## src/hw/rtl/mm2h_pkg.sv

```systemverilog
// Shared constants, command type and helpers for the Murmur2 64-bit stream hash.
package mm2h_pkg;

  // Murmur2 multiplier and shift distances.
  localparam logic [63:0] MulM       = 64'hc6a4a7935bd1e995;
  localparam int unsigned PremixShift = 47;
  localparam int unsigned FinShiftA   = 45;
  localparam int unsigned FinShiftB   = 47;

  // Command queue sizing between the front and back parts.
  localparam int unsigned QDepth = 2;
  localparam int unsigned QPtrW  = (QDepth > 1) ? $clog2(QDepth) : 1;
  localparam int unsigned QCntW  = $clog2(QDepth + 1);

  // One classified beat, as handed from the front part to the back part.
  typedef struct packed {
    logic        restart;      // first beat of a message: load seed and length
    logic        absorb;       // at least one valid byte to fold in
    logic        premix;       // full word that takes the key premix
    logic        last;         // finalise and emit a result
    logic [63:0] word;         // message word, masked to its valid bytes
    logic [31:0] total_length;
    logic [31:0] seed;
  } cmd_t;

endpackage

```

## src/hw/rtl/mm2h_front.sv

```systemverilog
// Front part: accepts input beats, tracks message framing and classifies each beat.
module mm2h_front (
  input  logic          clk,
  input  logic          rst,
  input  logic          cfg_wen,
  input  logic          cfg_wdata,
  input  logic          in_valid,
  output logic          in_ready,
  input  logic [63:0]   word,
  input  logic [3:0]    valid_bytes,
  input  logic          first,
  input  logic          last,
  input  logic [31:0]   total_length,
  input  logic [31:0]   seed,
  input  logic          q_full,
  output logic          q_push,
  output mm2h_pkg::cmd_t q_cmd
);
  import mm2h_pkg::*;

  logic       premix_words;
  logic       in_message;
  logic       accept;
  logic       keep;
  logic [3:0] nvalid;
  logic [63:0] masked;

  // Configuration register and message framing flag.
  always_ff @(posedge clk) begin
    if (rst) begin
      premix_words <= 1'b1;
      in_message   <= 1'b0;
    end else begin
      if (cfg_wen) begin
        premix_words <= cfg_wdata;
      end
      if (accept && keep) begin
        in_message <= ~last;
      end
    end
  end

  assign in_ready = ~q_full;
  assign accept   = in_valid & in_ready;
  // Beats outside an open message are dropped unless they open one.
  assign keep     = first | in_message;
  assign q_push   = accept & keep;

  // Counts above eight are treated as a full word.
  assign nvalid = valid_bytes[3] ? 4'd8 : valid_bytes;

  // Keep only the valid low-order bytes of the word.
  always_comb begin
    for (int b = 0; b < 8; b++) begin
      masked[8*b +: 8] = (4'(b) < nvalid) ? word[8*b +: 8] : 8'h00;
    end
  end

  always_comb begin
    q_cmd.restart      = first;
    q_cmd.absorb       = (nvalid != 4'd0);
    q_cmd.premix       = (nvalid == 4'd8) & premix_words;
    q_cmd.last         = last;
    q_cmd.word         = masked;
    q_cmd.total_length = total_length;
    q_cmd.seed         = seed;
  end

endmodule

```

## src/hw/rtl/mm2h_cmd_queue.sv

```systemverilog
// Small register queue of classified commands between the front and back parts.
module mm2h_cmd_queue (
  input  logic           clk,
  input  logic           rst,
  input  logic           push,
  input  mm2h_pkg::cmd_t push_cmd,
  output logic           full,
  input  logic           pop,
  output logic           head_valid,
  output mm2h_pkg::cmd_t head_cmd
);
  import mm2h_pkg::*;

  cmd_t             mem [QDepth];
  logic [QPtrW-1:0] wptr;
  logic [QPtrW-1:0] rptr;
  logic [QCntW-1:0] count;

  assign full       = (count == QCntW'(QDepth));
  assign head_valid = (count != '0);
  assign head_cmd   = mem[rptr];

  // Pointers and fill count.
  always_ff @(posedge clk) begin
    if (rst) begin
      wptr  <= '0;
      rptr  <= '0;
      count <= '0;
    end else begin
      if (push) begin
        wptr <= (wptr == QPtrW'(QDepth - 1)) ? '0 : wptr + 1'b1;
      end
      if (pop) begin
        rptr <= (rptr == QPtrW'(QDepth - 1)) ? '0 : rptr + 1'b1;
      end
      if (push && !pop) begin
        count <= count + 1'b1;
      end else if (pop && !push) begin
        count <= count - 1'b1;
      end
    end
  end

  // Entry storage.
  always_ff @(posedge clk) begin
    if (push) begin
      mem[wptr] <= push_cmd;
    end
  end

endmodule

```

## src/hw/rtl/mm2h_mul.sv

```systemverilog
// Multi-cycle unit giving the low 64 bits of an operand times the Murmur2 constant.
module mm2h_mul (
  input  logic        clk,
  input  logic        rst,
  input  logic        start,
  input  logic [63:0] a,
  output logic        busy,
  output logic [63:0] prod
);
  import mm2h_pkg::*;

  localparam logic [31:0] MulLo = MulM[31:0];
  localparam logic [31:0] MulHi = MulM[63:32];

  logic [1:0]  step;
  logic [63:0] a_reg;
  logic [63:0] p0;
  logic [31:0] p1;
  logic [31:0] p2;
  logic [31:0] mx;
  logic [31:0] my;
  logic [63:0] pr;

  // One 32x32 product per cycle: low*low, low*high, high*low, then the sum.
  assign mx = (step == 2'd2) ? a_reg[63:32] : a_reg[31:0];
  assign my = (step == 2'd1) ? MulHi : MulLo;
  assign pr = mx * my;

  // Sequencing.
  always_ff @(posedge clk) begin
    if (rst) begin
      busy <= 1'b0;
      step <= 2'd0;
    end else if (start) begin
      busy <= 1'b1;
      step <= 2'd0;
    end else if (busy) begin
      step <= step + 2'd1;
      if (step == 2'd3) begin
        busy <= 1'b0;
      end
    end
  end

  // Operand and partial products; the result holds until the next product replaces it.
  always_ff @(posedge clk) begin
    if (start) begin
      a_reg <= a;
    end
    if (busy) begin
      unique case (step)
        2'd0: p0 <= pr;
        2'd1: p1 <= pr[31:0];
        2'd2: p2 <= pr[31:0];
        2'd3: prod <= p0 + {p1 + p2, 32'h0000_0000};
        default: p0 <= p0;
      endcase
    end
  end

endmodule

```

## src/hw/rtl/mm2h_back.sv

```systemverilog
// Back part: runs the hash recurrence, premix and finalisation for each queued command.
module mm2h_back (
  input  logic           clk,
  input  logic           rst,
  input  logic           q_valid,
  input  mm2h_pkg::cmd_t q_head,
  output logic           q_pop,
  output logic           mul_start,
  output logic [63:0]    mul_a,
  input  logic           mul_busy,
  input  logic [63:0]    mul_prod,
  output logic           out_valid,
  input  logic           out_ready,
  output logic [31:0]    hash
);
  import mm2h_pkg::*;

  typedef enum logic [5:0] {
    ST_IDLE = 6'b000001,
    ST_INIT = 6'b000010,
    ST_PK1  = 6'b000100,
    ST_PK2  = 6'b001000,
    ST_HM   = 6'b010000,
    ST_FIN  = 6'b100000
  } state_t;

  state_t      state;
  state_t      state_next;
  cmd_t        cur;
  cmd_t        cur_next;
  logic [63:0] h;
  logic [63:0] h_next;
  logic [63:0] k;
  logic [63:0] k_next;
  logic        out_valid_next;
  logic [31:0] hash_next;

  logic        dispatch;
  cmd_t        dc;
  logic [63:0] dh;
  logic [63:0] init_h;
  logic [63:0] hm_h;
  logic [63:0] fin_h;

  // Candidate hash values at the end of each multiplication.
  assign init_h = {32'h0000_0000, cur.seed} ^ mul_prod;
  assign hm_h   = mul_prod ^ k;
  assign fin_h  = mul_prod ^ (mul_prod >> FinShiftB);

  // Dispatch works from the queue head when idle, else from the held command.
  assign dc = (state == ST_IDLE) ? q_head : cur;
  assign dh = (state == ST_IDLE) ? h : init_h;

  // Sequencer.
  always_comb begin
    state_next     = state;
    cur_next       = cur;
    h_next         = h;
    k_next         = k;
    q_pop          = 1'b0;
    mul_start      = 1'b0;
    mul_a          = h;
    dispatch       = 1'b0;
    out_valid_next = out_valid & ~out_ready;
    hash_next      = hash;

    unique case (state)
      ST_IDLE: begin
        if (q_valid) begin
          q_pop    = 1'b1;
          cur_next = q_head;
          if (q_head.restart) begin
            mul_start  = 1'b1;
            mul_a      = {32'h0000_0000, q_head.total_length};
            state_next = ST_INIT;
          end else begin
            dispatch = 1'b1;
          end
        end
      end
      ST_INIT: begin
        if (!mul_busy) begin
          h_next   = init_h;
          dispatch = 1'b1;
        end
      end
      ST_PK1: begin
        if (!mul_busy) begin
          mul_start  = 1'b1;
          mul_a      = mul_prod ^ (mul_prod >> PremixShift);
          state_next = ST_PK2;
        end
      end
      ST_PK2: begin
        if (!mul_busy) begin
          k_next     = mul_prod;
          mul_start  = 1'b1;
          mul_a      = h;
          state_next = ST_HM;
        end
      end
      ST_HM: begin
        if (!mul_busy) begin
          h_next = hm_h;
          if (cur.last) begin
            mul_start  = 1'b1;
            mul_a      = hm_h ^ (hm_h >> FinShiftA);
            state_next = ST_FIN;
          end else begin
            state_next = ST_IDLE;
          end
        end
      end
      ST_FIN: begin
        if (!mul_busy && (!out_valid || out_ready)) begin
          h_next         = fin_h;
          hash_next      = fin_h[31:0];
          out_valid_next = 1'b1;
          state_next     = ST_IDLE;
        end
      end
      default: state_next = ST_IDLE;
    endcase

    // Choose the first step of the absorb path for a command.
    if (dispatch) begin
      priority if (dc.premix) begin
        mul_start  = 1'b1;
        mul_a      = dc.word;
        state_next = ST_PK1;
      end else if (dc.absorb) begin
        k_next     = dc.word;
        mul_start  = 1'b1;
        mul_a      = dh;
        state_next = ST_HM;
      end else if (dc.last) begin
        mul_start  = 1'b1;
        mul_a      = dh ^ (dh >> FinShiftA);
        state_next = ST_FIN;
      end else begin
        state_next = ST_IDLE;
      end
    end
  end

  // Control registers.
  always_ff @(posedge clk) begin
    if (rst) begin
      state     <= ST_IDLE;
      out_valid <= 1'b0;
      h         <= '0;
    end else begin
      state     <= state_next;
      out_valid <= out_valid_next;
      h         <= h_next;
    end
  end

  // Payload registers.
  always_ff @(posedge clk) begin
    cur  <= cur_next;
    k    <= k_next;
    hash <= hash_next;
  end

endmodule

```

## src/hw/rtl/murmur2_64_stream_hash_unit.sv

```systemverilog
// Top level of the streaming Murmur2 64-bit hash unit.
// Hashes a byte message sent as little-endian 64-bit words, one beat per word, and returns the
// low 32 bits of the finalised hash on the last beat. Each beat first passes the front part,
// which drops beats outside a message, masks partial words and queues a command; the back part
// then works through it on one shared constant multiplier that forms each 64-bit product in
// steps (three 32x32 partial products, then one sum). A beat therefore takes from 0 to 5
// multiplications in the back part: one for the seed and length on a first beat, two for the
// premix of a full word, one for absorbing, and one for finalisation on a last beat.
// A two-entry command queue lets new beats be taken while earlier ones are still being hashed,
// and the result sits in an output register until taken. The premix_words register (reset 1)
// is written via cfg_wen and cfg_wdata by the user only while idle; the block does not check.
module murmur2_64_stream_hash_unit (
  input  logic        clk,
  input  logic        rst,
  input  logic        cfg_wen,
  input  logic        cfg_wdata,
  input  logic        in_valid,
  output logic        in_ready,
  input  logic [63:0] word,
  input  logic [3:0]  valid_bytes,
  input  logic        first,
  input  logic        last,
  input  logic [31:0] total_length,
  input  logic [31:0] seed,
  output logic        out_valid,
  input  logic        out_ready,
  output logic [31:0] hash
);
  import mm2h_pkg::*;

  logic        q_full;
  logic        q_push;
  cmd_t        q_cmd;
  logic        q_pop;
  logic        q_valid;
  cmd_t        q_head;
  logic        mul_start;
  logic [63:0] mul_a;
  logic        mul_busy;
  logic [63:0] mul_prod;

  // Front part: framing and classification.
  mm2h_front u_front (
    .clk          (clk),
    .rst          (rst),
    .cfg_wen      (cfg_wen),
    .cfg_wdata    (cfg_wdata),
    .in_valid     (in_valid),
    .in_ready     (in_ready),
    .word         (word),
    .valid_bytes  (valid_bytes),
    .first        (first),
    .last         (last),
    .total_length (total_length),
    .seed         (seed),
    .q_full       (q_full),
    .q_push       (q_push),
    .q_cmd        (q_cmd)
  );

  // Command queue between the two parts.
  mm2h_cmd_queue u_queue (
    .clk        (clk),
    .rst        (rst),
    .push       (q_push),
    .push_cmd   (q_cmd),
    .full       (q_full),
    .pop        (q_pop),
    .head_valid (q_valid),
    .head_cmd   (q_head)
  );

  // Shared constant multiplier.
  mm2h_mul u_mul (
    .clk   (clk),
    .rst   (rst),
    .start (mul_start),
    .a     (mul_a),
    .busy  (mul_busy),
    .prod  (mul_prod)
  );

  // Back part: hash recurrence and result register.
  mm2h_back u_back (
    .clk       (clk),
    .rst       (rst),
    .q_valid   (q_valid),
    .q_head    (q_head),
    .q_pop     (q_pop),
    .mul_start (mul_start),
    .mul_a     (mul_a),
    .mul_busy  (mul_busy),
    .mul_prod  (mul_prod),
    .out_valid (out_valid),
    .out_ready (out_ready),
    .hash      (hash)
  );

`ifndef SYNTH
  // The multiplier is never restarted while a product is still being formed.
  a_mul_no_restart: assert property (@(posedge clk) disable iff (rst)
    mul_start |-> !mul_busy)
    else $error("multiplier started while busy");

  // The multiplier only becomes busy after a start request.
  a_mul_busy_cause: assert property (@(posedge clk) disable iff (rst)
    $rose(mul_busy) |-> $past(mul_start))
    else $error("multiplier busy without a start");

  // The queue never takes a command when it is full.
  a_queue_no_overflow: assert property (@(posedge clk) disable iff (rst)
    q_push |-> !q_full)
    else $error("command queue overflow");

  // Only a queued command can be popped.
  a_queue_no_underflow: assert property (@(posedge clk) disable iff (rst)
    q_pop |-> q_valid)
    else $error("command queue underflow");
`endif

endmodule

```

## config.mk

```make
export PLATFORM = sky130hd
export DESIGN_NAME = murmur2_64_stream_hash_unit
export DESIGN_NICKNAME = d
export VERILOG_FILES = /design/src/hw/rtl/mm2h_pkg.sv /design/src/hw/rtl/mm2h_front.sv /design/src/hw/rtl/mm2h_cmd_queue.sv /design/src/hw/rtl/mm2h_mul.sv /design/src/hw/rtl/mm2h_back.sv /design/src/hw/rtl/murmur2_64_stream_hash_unit.sv
export SDC_FILE = /design/constraint.sdc
export NUM_CORES = 2
export LEC_CHECK = 0
export BUFFER_PORTS_ARGS = -buffer_cell sky130_fd_sc_hd__buf_2
export CAP_MARGIN = 20
export CORE_MARGIN = 8
export CORE_UTILIZATION = 64
export DETAILED_ROUTE_END_ITERATION = 6
export HOLD_SLACK_MARGIN = 0.15
export PLACE_DENSITY = 0.82
export SYNTH_ARGS = -nofsm -noshare
export SYNTH_HDL_FRONTEND = slang
export SYNTH_SLANG_ARGS = --single-unit
export TNS_END_PERCENT = 30
```

## constraint.sdc

```tcl
create_clock -name clk -period 11.3 [get_ports clk]
set_input_delay 1.13 -clock clk [delete_from_list [all_inputs] [get_ports clk]]
set_output_delay 1.13 -clock clk [all_outputs]
set_load 0.01 [all_outputs]
```

==> metrics.txt <==
status=finished with violations; failing checks=design-rule violations; Total GRT Usage=0.330; synth-to-layout area growth=7.16%; nets=between 6,000 and 7,000; H-tree Lvls=3; final hold violations=0; fin. max-slew vios=0; CTS Buf Count=just over 70; YS warnings=0; Max-slew headroom=0.206; clk sink count=796; total congestion overflow=0; reg2reg end=u_mul.p0[55]$_DFFE_PP_; Biggest register=u_queue.mem; Max Root-Sink Buffers=3; post-synthesis compound-gate area fraction=0.108; Synth Area in XOR/XNOR=0.0415; Max Clock Freq=between 90 and 100 MHz; initial core utilization=0.642; largest family of logic cells by synthesized area=adder cells; Synth Instances=5,546; Hold-fix buffers, CTS=0; setup tns final=0 ns; area leader, netlist=edfxtp_1; CTS tree=done; Period minus WS final=~10 ns; post-cts gate resize count=0; R2R Setup Slk=~0.9 ns; FF-to-FF Start=u_mul.step[0]$_SDFFE_PP0P_; Largest register FFs=around 260; Seq/Total Area, Yosys=0.363; routed length per instance=~26 um; R2R depth=26; io pins=between 150 and 200; MaxCap Viol Count=0; final setup fails=0; Synth Flop Type=edfxtp_1; first-pass GRT wire length=between 200,000 and 300,000 um; total iterations of the first detailed-routing run=7; drt via density=6.33; number of global-route vias before repair=~44,000; Worst EP required=11.65 ns; CP Launch Type=flop; die height=327 um; hold path endpoint=u_mul.prod[21]$_DFFE_PP_; CP arrival=between 10 and 15 ns; Synth Area in Adders=0.296; CP Capture Type=flop; routed wire length=~180,000 um; Mapped Area=roughly 62,000 um^2; worst hold path class=flop to flop; ranking of synthesized cells by area=edfxtp_1 32%, fa_1 20%, ha_1 9.4%, inv_1 5.2%, dfxtp_1 4.7%; unrepaired setup endpoints after global routing=no; Critical Path Start=u_mul.step[0]$_SDFFE_PP0P_; simple-gate portion of the synthesized area=0.0694; layout cells sized above 1=0.105; synth unique cells=89; hold path depth=0; Die Footprint=approximately 110,000 um^2; final cycle utilization of the critical path=0.920; pin slew with the least headroom to its limit=~1.2 ns; initial antenna violation count=4; fill count=between 6,000 and 7,000; Crit Path Max Fanout=15; largest net degree at the start of global routing=93; IO buf count=around 170; postcts setup bufs=0; EDFF count, synth=between 600 and 700; Avg Synthesized Cell Area=11.1 um^2; hold_sp=u_mul.p0[21]$_DFFE_PP_; post-route ant nets=0; biggest regs=u_queue.mem (264), u_back.cur (99); register clock-pin slew on the reported worst setup and hold paths=roughly 0.060 ns; DRC viols=1; skew final=between 0.02 and 0.03 ns; Die X=roughly 330 um; initial DRC count=about 6,000; CTS Root Cell=clkbuf_16; RePlAce Congestion=1.04; Via Count=between 40,000 and 50,000; Synth top area share=0.316; Clock Latency Late Sink=about 0.64 ns; hpwl dp=139,000 um; post-synthesis async set-or-reset flop share=0; flops & latches, synth=796; Setup CP Type=flop to flop; Cell Rows=114; core area=between 90,000 and 100,000 um^2; mux cell area share after synthesis=0.0531
## per-stage QoR
stage / instance area (um^2) / util / std cells / setup slack, ns / hold WS (ns)
floorplan: 61800 / - / 5547 / 2.08 / 0.400
global placement: 63800 / 0.663 / 6806 / 1.11 / 0.402
detailed placement: 63900 / 0.663 / 6808 / 0.966 / 0.406
CTS: 66200 / 0.687 / 6938 / 0.888 / 0.415
global route: 66200 / 0.688 / 6942 / 0.598 / 0.422
finish: 66200 / 0.688 / 6945 / 0.904 / 0.410
## worst max path at each step
stage | to | slack, ns | depth (start not counted)
floorplan | u_mul.p0[60]$_DFFE_PP_ | 2.08 | 32
global placement | u_mul.p0[55]$_DFFE_PP_ | 1.11 | 26
detailed placement | u_mul.p0[55]$_DFFE_PP_ | 0.97 | 26
CTS | u_mul.p0[55]$_DFFE_PP_ | 0.89 | 26
global route | u_mul.p0[55]$_DFFE_PP_ | 0.60 | 26
finish | u_mul.p0[55]$_DFFE_PP_ | 0.90 | 26
## Yosys cell counts, types with 7 or more instances
| cell type | n |
|---|---|
| xor2_1 | 124 |
| nand2b_1 | 14 |
| and3_1 | 13 |
| o221ai_1 | 48 |
| ha_1 | 465 |
| o21bai_1 | 31 |
| buf_1 | 15 |
| or2_2 | 16 |
| nand2_1 | 316 |
| a21oi_1 | 252 |
| o21ai_1 | 9 |
| a31o_2 | 8 |
| fa_1 | 625 |
| inv_1 | 856 |
| mux2i_1 | 130 |
| a221oi_1 | 51 |
| o21a_1 | 14 |
| o22ai_1 | 27 |
| xnor2_1 | 169 |
| nand3_1 | 35 |
| nand4_1 | 23 |
| edfxtp_1 | 651 |
| a222oi_1 | 17 |
| o31ai_1 | 10 |
| nor3_1 | 29 |
| o21ai_0 | 243 |
| a22oi_1 | 27 |
| nor2b_1 | 68 |
| clkbuf_1 | 186 |
| a31oi_1 | 19 |
| o221a_2 | 28 |
| a221o_1 | 10 |
| buf_2 | 38 |
| nor2_1 | 333 |
| a211oi_1 | 80 |
| mux2_2 | 176 |
| nor4_1 | 12 |
| a21o_1 | 78 |
| dfxtp_1 | 145 |
| o211ai_1 | 7 |
| and2_1 | 47 |
## critical path, stage by stage, from the launching register on
cell and delay, ns:
dfxtp_1 0.37, inv_1 0.12, ha_2 0.60, mux2i_1 0.87, inv_1 0.55, nand2_1 0.40, inv_1 0.25, fa_1 0.54
fa_1 0.57, inv_1 0.09, fa_1 0.50, fa_1 0.52, inv_1 0.06, fa_1 0.69, fa_1 0.51, fa_1 0.52
fa_1 0.41, ha_1 0.41, a21oi_1 0.25, o21a_1 0.16, o31ai_1 0.08, a31o_2 0.27, a311oi_1 0.36, a21oi_1 0.22
o221ai_2 0.39, o21ai_0 0.18, xor2_1 0.19
## cell families (layout without fill, tap and decap cells)
| group | after synthesis | in the layout |
|---|---|---|
| other cells | 1 | 5 |
| buf+inv | 1103 | 1222 |
| fa+ha+maj | 1090 | 1090 |
| mux | 306 | 306 |
| xor+xnor | 293 | 293 |
| simple gates | 943 | 943 |
| compound gates | 1014 | 1014 |
| flops | 796 | 796 |
## cell usage in the layout, fill, tap and decap left out, drive strengths merged, types with 12 or more instances in the layout
| cell | synthesis | final |
|---|---|---|
| clkbuf | 186 | 94 |
| a31oi | 19 | 19 |
| dfxtp | 145 | 145 |
| nand4 | 23 | 23 |
| nor4 | 12 | 12 |
| clkinv | 3 | 28 |
| a211oi | 80 | 80 |
| nor2 | 336 | 336 |
| ha | 465 | 465 |
| nor3 | 29 | 29 |
| xor2 | 124 | 124 |
| and3 | 13 | 13 |
| o221a | 28 | 28 |
| inv | 857 | 857 |
| nor2b | 68 | 68 |
| o21ai | 253 | 253 |
| o22ai | 27 | 27 |
| a222oi | 17 | 17 |
| nand2 | 316 | 316 |
| buf | 57 | 232 |
| mux2i | 130 | 130 |
| a221oi | 51 | 51 |
| xnor2 | 169 | 169 |
| o21bai | 31 | 31 |
| nand2b | 14 | 14 |
| o221ai | 49 | 49 |
| edfxtp | 651 | 651 |
| a21oi | 252 | 252 |
| fa | 625 | 625 |
| nand3 | 35 | 35 |
| or2 | 18 | 18 |
| a21o | 78 | 78 |
| mux2 | 176 | 176 |
| and2 | 47 | 47 |
| o21a | 14 | 14 |
| a22oi | 27 | 27 |
## cell type report
cell class | instances | area (um^2) | area share
inverters | 860 | 3230 | 0.0488
multi-input cells | 3648 | 35300 | 0.532
flip-flops and latches | 796 | 22500 | 0.339
repair buffers | 232 | 1350 | 0.0204
clock buffers | 94 | 1990 | 0.0300
diodes | 3 | 7.51 | 0.000113
clock inverters | 36 | 348 | 0.00525
well taps | 1276 | 1600 | 0.0241
## per-layer routing
| metal | wire [um] | share of wire | track usage |
|---|---|---|---|
| met3 | 18400 | 0.10 | 0.0594 |
| met2 | 81700 | 0.46 | 0.517 |
| met1 | 70300 | 0.39 | 0.458 |
| met4 | 9110 | 0.051 | 0.133 |
| met5 | 15 | 0.000084 | 0 |
Power is left out: the tool's default activity adds up to more than one toggle a clock period on the data nets, which glitch-free logic cannot reach.
